<file path="src/rtl/sbfd_pkg.sv">
`timescale 1ns / 1ps

package sbfd_pkg;

  localparam int FRAME_BYTES     = 25;
  localparam int QUEUE_DEPTH_DEF = 4;

  localparam logic [4:0] FLAG_POS      = 5'(FRAME_BYTES - 2);
  localparam logic [4:0] LAST_DATA_POS = 5'(FRAME_BYTES - 3);
  localparam logic [4:0] FIRST_DATA_POS = 5'd1;
  localparam logic [4:0] POS_MAX       = 5'd31;
  localparam logic [4:0] AUTO_CHANNEL  = 5'd4;
  localparam logic [4:0] CH_DIG0       = 5'd16;
  localparam logic [4:0] CH_DIG1       = 5'd17;
  localparam logic [4:0] CH_BITS       = 5'd11;
  localparam logic [4:0] MAX_LEFT_BITS = 5'd10;
  localparam logic [4:0] MAX_ANALOG_CH = 5'd16;

  localparam logic [7:0]  START_VALUE_RST    = 8'h0F;
  localparam logic [10:0] AUTONOMY_VALUE_RST = 11'd1811;

  typedef enum logic [0:0] {
    REG_START_VALUE    = 1'b0,
    REG_AUTONOMY_VALUE = 1'b1
  } cfg_reg_t;

  typedef struct packed {
    logic        is_flag;
    logic [4:0]  chan;
    logic [10:0] value;
    logic [3:0]  flags;
    logic        autonomy;
  } cmd_t;

  typedef struct packed {
    logic [4:0]  chan;
    logic [10:0] value;
    logic        done;
    logic        lost;
    logic        failsafe;
    logic        autonomy;
  } res_t;

endpackage

</file>
<file path="src/rtl/sbfd_front.sv">
`timescale 1ns / 1ps

module sbfd_front import sbfd_pkg::*; (
  input  logic        clk,
  input  logic        rst_n,
  input  logic        cfg_we,
  input  logic [0:0]  cfg_index,
  input  logic [10:0] cfg_wdata,
  input  logic        accept,
  input  logic [7:0]  byte_value,
  input  logic        frame_start,
  output logic        cmd_valid,
  output cmd_t        cmd
);

  logic [7:0]  start_r;
  logic [10:0] auto_r;
  logic [4:0]  pos_r,  pos_nxt;
  logic [17:0] acc_r,  acc_nxt;
  logic [4:0]  bits_r, bits_nxt;
  logic [4:0]  ch_r,   ch_nxt;
  logic        hv_r,   hv_nxt;
  logic        seen_r, seen_nxt;
  logic [17:0] merged;
  logic [4:0]  sum_bits;

  always_ff @(posedge clk) begin
    if (!rst_n) begin
      start_r <= START_VALUE_RST;
      auto_r  <= AUTONOMY_VALUE_RST;
    end else if (cfg_we) begin
      case (cfg_index)
        REG_START_VALUE:    start_r <= cfg_wdata[7:0];
        REG_AUTONOMY_VALUE: auto_r  <= cfg_wdata;
        default:            start_r <= start_r;
      endcase
    end
  end

  always_comb begin
    pos_nxt   = pos_r;
    acc_nxt   = acc_r;
    bits_nxt  = bits_r;
    ch_nxt    = ch_r;
    hv_nxt    = hv_r;
    seen_nxt  = seen_r;
    cmd_valid = 1'b0;
    cmd       = '0;
    merged    = acc_r | ({10'b0, byte_value} << bits_r[3:0]);
    sum_bits  = bits_r + 5'd8;
    if (accept) begin
      if (frame_start) begin
        hv_nxt   = (byte_value == start_r);
        acc_nxt  = '0;
        bits_nxt = '0;
        ch_nxt   = '0;
        seen_nxt = 1'b0;
        pos_nxt  = FIRST_DATA_POS;
      end else begin
        if (pos_r != POS_MAX) begin
          pos_nxt = pos_r + 5'd1;
        end
        if (hv_r) begin
          if (pos_r >= FIRST_DATA_POS && pos_r <= LAST_DATA_POS) begin
            acc_nxt  = merged;
            bits_nxt = sum_bits;
            if (sum_bits >= CH_BITS) begin
              cmd_valid = 1'b1;
              cmd.chan  = ch_r;
              cmd.value = merged[10:0];
              if (ch_r == AUTO_CHANNEL) begin
                seen_nxt = (merged[10:0] == auto_r);
              end
              acc_nxt  = {11'b0, merged[17:11]};
              bits_nxt = sum_bits - CH_BITS;
              ch_nxt   = ch_r + 5'd1;
            end
          end else if (pos_r == FLAG_POS) begin
            cmd_valid    = 1'b1;
            cmd.is_flag  = 1'b1;
            cmd.flags    = byte_value[3:0];
            cmd.autonomy = seen_r;
            hv_nxt       = 1'b0;
          end
        end
      end
    end
  end

  always_ff @(posedge clk) begin
    if (!rst_n) begin
      pos_r  <= '0;
      acc_r  <= '0;
      bits_r <= '0;
      ch_r   <= '0;
      hv_r   <= 1'b0;
      seen_r <= 1'b0;
    end else begin
      pos_r  <= pos_nxt;
      acc_r  <= acc_nxt;
      bits_r <= bits_nxt;
      ch_r   <= ch_nxt;
      hv_r   <= hv_nxt;
      seen_r <= seen_nxt;
    end
  end

`ifndef SYNTHESIS
  a_bits_bound: assert property (@(posedge clk) disable iff (!rst_n)
    bits_r <= MAX_LEFT_BITS) else $error("leftover bit count too large");
  a_chan_bound: assert property (@(posedge clk) disable iff (!rst_n)
    cmd_valid && !cmd.is_flag |-> cmd.chan < MAX_ANALOG_CH)
    else $error("analog channel index out of range");
`endif

endmodule

</file>
<file path="src/rtl/sbfd_queue.sv">
`timescale 1ns / 1ps

module sbfd_queue import sbfd_pkg::*; #(
  parameter int DEPTH = QUEUE_DEPTH_DEF
) (
  input  logic clk,
  input  logic rst_n,
  input  logic push,
  input  cmd_t din,
  input  logic pop,
  output cmd_t dout,
  output logic valid,
  output logic full
);

  localparam int PW = (DEPTH > 1) ? $clog2(DEPTH) : 1;
  localparam int CW = $clog2(DEPTH + 1);
  localparam logic [PW-1:0] LAST_PTR = PW'(DEPTH - 1);
  localparam logic [CW-1:0] FULL_CNT = CW'(DEPTH);

  cmd_t          mem_r [DEPTH];
  logic [PW-1:0] wr_ptr_r, rd_ptr_r;
  logic [CW-1:0] count_r;

  assign dout  = mem_r[rd_ptr_r];
  assign valid = (count_r != '0);
  assign full  = (count_r == FULL_CNT);

  always_ff @(posedge clk) begin
    if (push) begin
      mem_r[wr_ptr_r] <= din;
    end
  end

  always_ff @(posedge clk) begin
    if (!rst_n) begin
      wr_ptr_r <= '0;
      rd_ptr_r <= '0;
      count_r  <= '0;
    end else begin
      if (push) begin
        wr_ptr_r <= (wr_ptr_r == LAST_PTR) ? '0 : wr_ptr_r + PW'(1);
      end
      if (pop) begin
        rd_ptr_r <= (rd_ptr_r == LAST_PTR) ? '0 : rd_ptr_r + PW'(1);
      end
      if (push && !pop) begin
        count_r <= count_r + CW'(1);
      end else if (pop && !push) begin
        count_r <= count_r - CW'(1);
      end
    end
  end

`ifndef SYNTHESIS
  a_count_bound: assert property (@(posedge clk) disable iff (!rst_n)
    count_r <= FULL_CNT) else $error("queue count overflow");
`endif

endmodule

</file>
<file path="src/rtl/sbfd_back.sv">
`timescale 1ns / 1ps

module sbfd_back import sbfd_pkg::*; (
  input  logic clk,
  input  logic rst_n,
  input  logic q_valid,
  input  cmd_t q_head,
  output logic q_pop,
  input  logic out_pop,
  output logic out_empty,
  output res_t res
);

  logic out_valid_r, out_valid_nxt;
  logic phase_r, phase_nxt;
  res_t res_r, res_nxt;
  logic load;

  assign load      = q_valid && (!out_valid_r || out_pop);
  assign q_pop     = load && (!q_head.is_flag || phase_r);
  assign out_empty = !out_valid_r;
  assign res       = res_r;

  always_comb begin
    res_nxt       = '0;
    phase_nxt     = phase_r;
    out_valid_nxt = out_valid_r;
    if (q_head.is_flag) begin
      if (!phase_r) begin
        res_nxt.chan  = CH_DIG0;
        res_nxt.value = {10'b0, q_head.flags[0]};
      end else begin
        res_nxt.chan     = CH_DIG1;
        res_nxt.value    = {10'b0, q_head.flags[1]};
        res_nxt.done     = 1'b1;
        res_nxt.lost     = q_head.flags[2];
        res_nxt.failsafe = q_head.flags[3];
        res_nxt.autonomy = q_head.autonomy;
      end
    end else begin
      res_nxt.chan  = q_head.chan;
      res_nxt.value = q_head.value;
    end
    if (load) begin
      out_valid_nxt = 1'b1;
      if (q_head.is_flag) begin
        phase_nxt = !phase_r;
      end
    end else if (out_pop) begin
      out_valid_nxt = 1'b0;
    end
  end

  always_ff @(posedge clk) begin
    if (load) begin
      res_r <= res_nxt;
    end
  end

  always_ff @(posedge clk) begin
    if (!rst_n) begin
      out_valid_r <= 1'b0;
      phase_r     <= 1'b0;
    end else begin
      out_valid_r <= out_valid_nxt;
      phase_r     <= phase_nxt;
    end
  end

`ifndef SYNTHESIS
  a_phase_on_flag: assert property (@(posedge clk) disable iff (!rst_n)
    phase_r |-> q_valid && q_head.is_flag) else $error("split without flag entry");
  a_dig1_after_dig0: assert property (@(posedge clk) disable iff (!rst_n)
    load && phase_r |=> res_r.chan == CH_DIG1 && res_r.done)
    else $error("second digital result missing");
`endif

endmodule

</file>
<file path="src/rtl/sbus_frame_decoder_top.sv">
`timescale 1ns / 1ps
// Receiver frame decoder.
// Input channel: one byte per request on in_byte_value, with in_frame_start set
// on the first byte of each frame. A byte is taken when in_push is high and
// in_full is low.
// Result channel: a queue read port. While out_empty is low the oldest result
// sits on the out_ ports; out_pop takes it. A frame with a good header gives
// sixteen analog results, then the two digital channels; the last carries
// out_frame_done with the lost-frame, failsafe and autonomy flags.
// Configuration: cfg_we writes cfg_wdata into register cfg_index (0 start
// value, 1 autonomy value) on the same edge; write only while idle.
// A result passes through the command queue and then the output register.
// Throughput: one byte per cycle while in_full is low; the flag byte yields two
// results, sent in turn from one entry of the command queue between the byte
// decoder and the output stage. A stalled reader fills it, then in_full rises.
// Reset (rst_n low, synchronous) empties the queue and the output register,
// restores both configuration registers and drops any partial frame.
module sbus_frame_decoder_top import sbfd_pkg::*; #(
  parameter int QUEUE_DEPTH = QUEUE_DEPTH_DEF
) (
  input  logic        clk,
  input  logic        rst_n,
  input  logic        cfg_we,
  input  logic [0:0]  cfg_index,
  input  logic [10:0] cfg_wdata,
  input  logic        in_push,
  output logic        in_full,
  input  logic [7:0]  in_byte_value,
  input  logic        in_frame_start,
  output logic        out_empty,
  input  logic        out_pop,
  output logic [4:0]  out_channel_index,
  output logic [10:0] out_channel_value,
  output logic        out_frame_done,
  output logic        out_frame_lost,
  output logic        out_failsafe_active,
  output logic        out_autonomy_request
);

  logic accept;
  logic cmd_valid;
  cmd_t cmd;
  cmd_t q_head;
  logic q_valid;
  logic q_full;
  logic q_pop;
  res_t res;

  assign in_full = q_full;
  assign accept  = in_push && !q_full;

  sbfd_front u_front (
    .clk         (clk),
    .rst_n       (rst_n),
    .cfg_we      (cfg_we),
    .cfg_index   (cfg_index),
    .cfg_wdata   (cfg_wdata),
    .accept      (accept),
    .byte_value  (in_byte_value),
    .frame_start (in_frame_start),
    .cmd_valid   (cmd_valid),
    .cmd         (cmd)
  );

  sbfd_queue #(
    .DEPTH (QUEUE_DEPTH)
  ) u_queue (
    .clk   (clk),
    .rst_n (rst_n),
    .push  (cmd_valid),
    .din   (cmd),
    .pop   (q_pop),
    .dout  (q_head),
    .valid (q_valid),
    .full  (q_full)
  );

  sbfd_back u_back (
    .clk       (clk),
    .rst_n     (rst_n),
    .q_valid   (q_valid),
    .q_head    (q_head),
    .q_pop     (q_pop),
    .out_pop   (out_pop),
    .out_empty (out_empty),
    .res       (res)
  );

  assign out_channel_index    = res.chan;
  assign out_channel_value    = res.value;
  assign out_frame_done       = res.done;
  assign out_frame_lost       = res.lost;
  assign out_failsafe_active  = res.failsafe;
  assign out_autonomy_request = res.autonomy;

endmodule

</file>
<file path="config.mk">
export PLATFORM = sky130hd
export DESIGN_NAME = sbus_frame_decoder_top
export DESIGN_NICKNAME = d
export VERILOG_FILES = /design/src/rtl/sbfd_pkg.sv /design/src/rtl/sbfd_front.sv /design/src/rtl/sbfd_queue.sv /design/src/rtl/sbfd_back.sv /design/src/rtl/sbus_frame_decoder_top.sv
export SDC_FILE = /design/constraint.sdc
export NUM_CORES = 1
export LEC_CHECK = 0
export BUFFER_PORTS_ARGS = -buffer_cell sky130_fd_sc_hd__buf_2
export CAP_MARGIN = 20
export CORE_UTILIZATION = 50
export CTS_BUF_LIST = sky130_fd_sc_hd__clkbuf_4 sky130_fd_sc_hd__clkbuf_8
export DETAILED_ROUTE_END_ITERATION = 6
export GPL_TIMING_DRIVEN = 0
export PLACE_DENSITY = 0.75
export SLEW_MARGIN = 25
export SYNTH_ARGS = -nofsm -noshare
export SYNTH_HDL_FRONTEND = slang
export SYNTH_SLANG_ARGS = --single-unit
</file>
<file path="constraint.sdc">
create_clock -name clk -period 7.8 [get_ports clk]
set_input_delay 1.17 -clock clk [delete_from_list [all_inputs] [get_ports clk]]
set_output_delay 1.17 -clock clk [all_outputs]
set_load 0.02 [all_outputs]
</file>
Word-level counts from Yosys, hierarchy flattened
Memories as Yosys holds them, arrays and structs flattened. A register that Yosys moved wholly into a read port is not among the register bits.
Index checks and enable logic that the tools add are counted.
W data, S select, Z words.
- equality and inequality tests: 8
- multiplexer cells: 50
- add/sub/neg operators: 8
- shift operators: 1
- reductions and logical operators: 30
- magnitude comparators: 3
- bitwise operators: 2
- operators with widths (cell ; count):
    $mux W18 ; 4
    $mux W22 ; 3
    $mux W5 ; 12
    $mux W16 ; 3
    $mux W1 ; 20
    $or A18 B18 Y18 ; 1
    $shl A8 B4 Y18 ; 1
    $reduce_bool A2 Y1 ; 7
    $mux W12 ; 1
    $eq A11 B11 Y1 ; 1
    $add A5 B1 Y5 const B ; 2
    $reduce_and A2 Y1 ; 5
    $eq A8 B8 Y1 ; 1
    $mux W2 ; 4
    $logic_and A1 B1 Y1 ; 6
    $logic_not A1 Y1 ; 6
    $mux W3 ; 2
    $add A5 B4 Y5 const B ; 1
    $eq A5 B3 Y1 const B ; 1
    $eq A5 B5 Y1 const B ; 1
    $ge A5 B1 Y1 const B ; 1
    $ge A5 B4 Y1 const B ; 1
    $le A5 B5 Y1 const B ; 1
    $ne A5 B5 Y1 const B ; 1
    other kinds (13) ; 16
- RAM bits: 88
- memories kept: 1
- logic and storage cells: 122
- flip-flop bits (word level): 83
- output and inout port bits: 22
- input port bits: 26
- memories (memory ; depth ; bits a word ; read ports ; clocked after Yosys merged registers in ; write ports ; line ; text):
    u_queue.mem_r ; 4 ; 22 ; 1 ; 1 ; 1 ; sbfd_queue.sv:21 ; cmd_t mem_r [DEPTH];

Longest topological paths before layout
- word-level depth: 11
- gate-level depth with buffers: 14
- depth with buffers taken out: 14

Hierarchy
A second synthesis with hierarchy kept.
- cell total of the unflattened synthesis: 665
- area, all modules: 7995.2 um2
- modules (own cells, without submodules) (module ; seq. area each (um2) ; instances ; cells each ; area each (um2)):
    sbfd_queue ; 2822.7 ; 1 ; 158 ; 3637.2
    sbfd_front ; 1081.0 ; 1 ; 449 ; 3482.1
    sbfd_back ; 640.6 ; 1 ; 57 ; 862.1
    sbus_frame_decoder_top ; 0.0 ; 1 ; 1 ; 13.8

Worst setup path before layout
OpenSTA, ideal clock, no wires.
- kind: input-to-reg
- start point: input port out_pop
- end point: register u_queue.count_r[2]
- data required time: 7724 ps
- library setup time: 76 ps
- stages: 9
- arrival time: 3834 ps
- setup slack: 3890 ps
- buffers on the path: 0
- cells stage by stage: inv_1 -> a21oi_1 -> o21ai_0 -> ha_1 -> inv_1 -> fa_1 -> xor2_1 -> or3_1 -> a21boi_0
- cells in the longest elaborated chain, start to end: 6
- elaborated cells on any way between the ends: 8
- those cells by class: 1 x mux; 7 x reduce/logical
- RTL lines (element ; line ; text):
    start, declared ; sbus_frame_decoder_top.sv:31 ; input logic out_pop,
    $logic_or A1 B1 Y1 * ; sbfd_back.sv:19 ; assign load = q_valid && (!out_valid_r || out_pop);
    $logic_and A1 B1 Y1 * ; sbfd_back.sv:19 ;
    via u_back.load ; sbfd_back.sv:17 ; logic load;
    $logic_and A1 B1 Y1 * ; sbfd_back.sv:20 ; assign q_pop = load && (!q_head.is_flag || phase_r);
    $logic_not A1 Y1 ; sbfd_queue.sv:47 ; if (push && !pop) begin
    $logic_and A1 B1 Y1 ; sbfd_queue.sv:47 ;
    $mux W3 / $reduce_bool A2 Y1 (equally long branches) ; n/a ;
    end signal, assigned ; sbfd_queue.sv:48 ; count_r <= count_r + CW'(1);
    end signal, assigned ; sbfd_queue.sv:50 ; count_r <= count_r - CW'(1);
    end, declared ; sbfd_queue.sv:23 ; logic [CW-1:0] count_r;
The timed path passes the listed nets; every way through them passes the cells marked *.
A chain may end at the register's enable or synchronous reset.

Worst setup path in the final report
- start point: register u_front.bits_r[3]
- end point: register u_queue.count_r[2]
- cells in the longest elaborated chain, start to end: 10
- elaborated cells on any way between the ends: 12
- those cells by class: 1 x add/sub; 1 x order compare; 6 x mux; 4 x reduce/logical
- RTL lines (element ; line ; text):
    start, declared ; sbfd_front.sv:20 ; logic [4:0] bits_r, bits_nxt;
    start signal, assigned ; sbfd_front.sv:101 ; bits_r <= bits_nxt;
    $add A5 B4 Y5 * ; sbfd_front.sv:50 ; sum_bits = bits_r + 5'd8;
    $ge A5 B4 Y1 * ; sbfd_front.sv:67 ; if (sum_bits >= CH_BITS) begin
    $mux W1 * ; sbfd_front.sv:67 ;
    $mux W1 * ; sbfd_front.sv:64 ; if (pos_r >= FIRST_DATA_POS && pos_r <= LAST_DATA_POS) begin
    $mux W1 * ; sbfd_front.sv:63 ; if (hv_r) begin
    $mux W1 * ; sbfd_front.sv:52 ; if (frame_start) begin
    $mux W1 * ; sbfd_front.sv:51 ; if (accept) begin
    via cmd_valid ; sbus_frame_decoder_top.sv:41 ; logic cmd_valid;
    $logic_not A1 Y1 ; sbfd_queue.sv:49 ; end else if (pop && !push) begin
    $logic_and A1 B1 Y1 ; sbfd_queue.sv:49 ;
    $reduce_bool A2 Y1 (no line) ; n/a ;
Marks and branches as above.

==> reports/metrics.cfg <==
[run_status]
status = finished, final reports clean

[clocking]
cts_made_buffers = 17
cts_sinks = 173
cts_buffer_depth = 2
root_buffer = clkbuf_8
cts.htree.levels = 4
postCtsResizedCells = 0
cts_hold_buf = 0
cts_tree = built
cts_setup_buffers = 0
insertion_delay_ps = 460
path_clk_slew_ps = 90

[synth]
syn_inst = 650
synthFlopType = edfxtp_1
synth_nets = 691
mappedNetlistArea_um2 = 7839
ys_warn_count = 0
synth-seq-cells = 173
synth_edf_count = 108
async_flop_share_pct = 0
avgSynthCellArea_um2 = 12.06
yosysSeqAreaShare_pct = 57.97
synth.distinct_cells = 69

[sta]
finalCritPeriodShare_pct = 51.20
slew_headroom_pct = 36.72
fin_setup_tns_ps = 0
worst-slew-pin-transition_ps = 949.2
rsz0062_at_grt = false
drv_slew = 0
max_freq_mhz = 250.4
fin_crit_ps = 3993
finalHoldViolCount = 0
setup_ws_ps = 3807
finClkSkew_ps = 8.813
setup-violations-final = 0

[die]
num_io_pins = 48
start_util_pct = 51.37
dieArea_um2 = 16180
rows = 45
die_h_um = 127.2
design.core.area_um2 = 15260
die_w_um = 127.2

[finish]
diodes = 0
final_cell_count_no_fill = 941
fin_nets = 760
area_growth_syn_to_layout_pct = 12.42
drive_gt1_share_pct = 17.67

[drt]
dr.pass1.iters = 6
drt-initial-drc-count = 423
wl_per_cell_um = 18.96
wirelength_um = 17840
drc_errors = 0
ant_nets = 0
vias = 5361
avgViaCountPerCell = 5.697

[worst_setup_path]
reg2reg_to = u_queue.count_r[2]
rr_startpoint = u_front.bits_r[3]
critPathCaptureType = flip-flop
crit_type = flip-flop to flip-flop
path_delay_family = simple AND/OR/NAND/NOR gates
start_kind = flip-flop
path_buf_inv = 4
crit_path_max_fanout = 10
critical_path_required_ps = 8200
crit_path_end = u_queue.count_r[2]
r2r_cells = 13
timing.reg2reg.setup_slack_ps = 3810
crit_arrival_ps = 4390
path_depth = 13
critPathMaxStageDelay_ps = 650
slowest_stage = a221oi_1
startpoint = u_front.bits_r[3]
crit_chain = buf_2 > clkinv_1 > ha_1 > a221oi_1 > nor3_1 > nor2_2 > inv_1 > ha_1 > inv_1 > fa_1 > xor2_1 > or3_1 > a21boi_0

[placement]
dp_hpwl_um = 12820
place.gp.congestion = 0.9281
placed_cells = 911
portBuffers = 47
dp_slack_ps = 3846

[global_routing]
top_usage_layer = met2
grtUsageTotal_pct = 23.52
met1_usage_pct = 28.72
grt_pass1_vias = 5348
antenna_found_initial = 0
grt_pass1_wl_um = 28260
grt_max_degree = 23
grt_overflow = 0
use_met3_pct = 3.936
grtUsageMet2_pct = 40.47

[power]
ir_drop_mv = 0.1168
p_per_area_nw_per_um2 = 222.0
leakage_nw = 3.097

[worst_hold_path]
hp-class = flip-flop to flip-flop

[flow_run]
cap_violations = 0

==> layer usage <==
| layer | wire [µm] | up-vias |
|---|---|---|
| met5 | 0 | - |
| met4 | 591 | 0 |
| met3 | 669 | 43 |
| met2 | 8850 | 172 |
| met1 | 7726 | 2627 |
| li1 | - | 2519 |
==> through the flow <==
step / hold slack (ps) / cell area [µm²] / util [%] / power, mW
2_1_floorplan: 431.8 / 7839 / - / 1.301
3_5_place_dp: 455.9 / 8462 / 55.46 / 1.408
3_3_place_gp: 444.3 / 8338 / 54.65 / 1.395
5_1_grt: 502.1 / 8812 / 57.75 / 2.035
6_report: 479.2 / 8812 / 57.75 / 1.957
4_1_cts: 476.6 / 8812 / 57.75 / 1.971
==> flip-flops by register name (all words and copies together) (netlist names), named ones only <==
| name | flops |
|---|---|
| u_front.pos_r | 5 |
| u_queue.mem_r | 88 |
| u_queue.count_r | 3 |
| u_front.acc_r | 18 |
| u_back.phase_r | 1 |
| u_queue.wr_ptr_r | 2 |
| u_front.auto_r | 11 |
| u_front.seen_r | 1 |
| u_back.res | 20 |
| u_back.out_valid_r | 1 |
| u_queue.rd_ptr_r | 2 |
| u_front.hv_r | 1 |
| u_front.bits_r | 5 |
| u_front.start_r | 8 |
| u_front.ch_r | 5 |
==> logic make-up after synthesis <==
family / count (synthesis) / synth area share [%]
simple gates: 235 / 15.00
flops: 173 / 57.97
compound gates: 106 / 9.817
buf+inv: 55 / 2.825
mux: 46 / 9.657
fa+ha+maj: 15 / 2.490
xor+xnor: 20 / 2.235
==> Yosys cell counts, types with 7 or more instances <==
| library cell | count | area share (%) |
|---|---|---|
| nor2_1 | 55 | 2.6 |
| nand4_1 | 8 | 0.64 |
| dfxtp_1 | 65 | 17 |
| and2_1 | 16 | 1.3 |
| nor3_1 | 8 | 0.51 |
| edfxtp_1 | 108 | 41 |
| mux4_2 | 23 | 6.6 |
| mux2_2 | 7 | 1.0 |
| o21ai_0 | 17 | 1.1 |
| a21boi_0 | 15 | 1.4 |
| clkbuf_1 | 22 | 1.1 |
| nor2b_1 | 34 | 2.7 |
| nand2_1 | 66 | 3.2 |
| inv_1 | 24 | 1.1 |
| a21oi_1 | 18 | 1.1 |
| mux2i_1 | 16 | 2.0 |
| a22oi_1 | 8 | 0.77 |
| nand3_1 | 14 | 0.89 |
| ha_1 | 14 | 2.2 |
| xnor2_1 | 15 | 1.7 |
==> worst min-delay path by stage <==
stage,startpoint,to,slack (ps),depth (start not counted)
final,u_front.acc_r[13],u_front.acc_r[13],480,2
after global routing,u_front.acc_r[1],u_front.acc_r[1],500,2
after CTS,u_front.acc_r[13],u_front.acc_r[13],480,2
after detailed placement,u_front.acc_r[13],u_front.acc_r[13],460,2
after global placement,u_front.acc_r[13],u_front.acc_r[13],440,2
after floorplan,u_front.acc_r[11],u_front.acc_r[11],430,2
==> report_power, final <==
group	internal, mW	leakage [nW]	total (mW)	switching [mW]
Combinational	0.126	1.40	0.335	0.209
Sequential	1.03	1.51	1.05	0.0236
Clock	0.251	0.182	0.572	0.321
==> tightest hold or removal path, stage by stage (launching register included) <==
cell and delay [ps]:
dfxtp_1 340, a21oi_1 40, nor2_1 70
==> cell type report <==
type / instances / area [µm²]
Timing Repair Buffer: 50 / 317.8
Clock inverter: 13 / 116.4
Multi-Input combinational cell: 422 / 3114
Clock buffer: 17 / 234.0
Inverter: 25 / 93.84
Fill cell: 1254 / 6446
Sequential cell: 173 / 4544
Buffer: 30 / 127.6
Tap cell: 211 / 264.0
==> cells in the final DEF (no fill, tap or decap), types with 3 or more instances in the layout <==
cell,instances
clkbuf_8,17
nand3b_1,4
nor2b_4,5
a21boi_0,15
o21ai_0,17
ha_1,14
clkinv_2,4
dfxtp_1,65
mux4_2,23
xnor2_1,15
nand2b_1,6
nand2_1,66
nor2_1,55
nor3_1,8
clkbuf_1,22
xor2_1,5
mux2_2,7
inv_1,24
or3_1,4
a31oi_1,6
and2_1,16
mux2i_1,16
nand3_1,14
o211ai_1,5
edfxtp_1,108
nand4_1,8
a221oi_1,3
inv_6,3
a22oi_1,8
buf_16,3
nor2b_1,30
a21o_1,5
a21oi_1,17
o22ai_1,3
buf_2,53
and3_1,6
No activity file was read; power rests on OpenSTA's default activity.
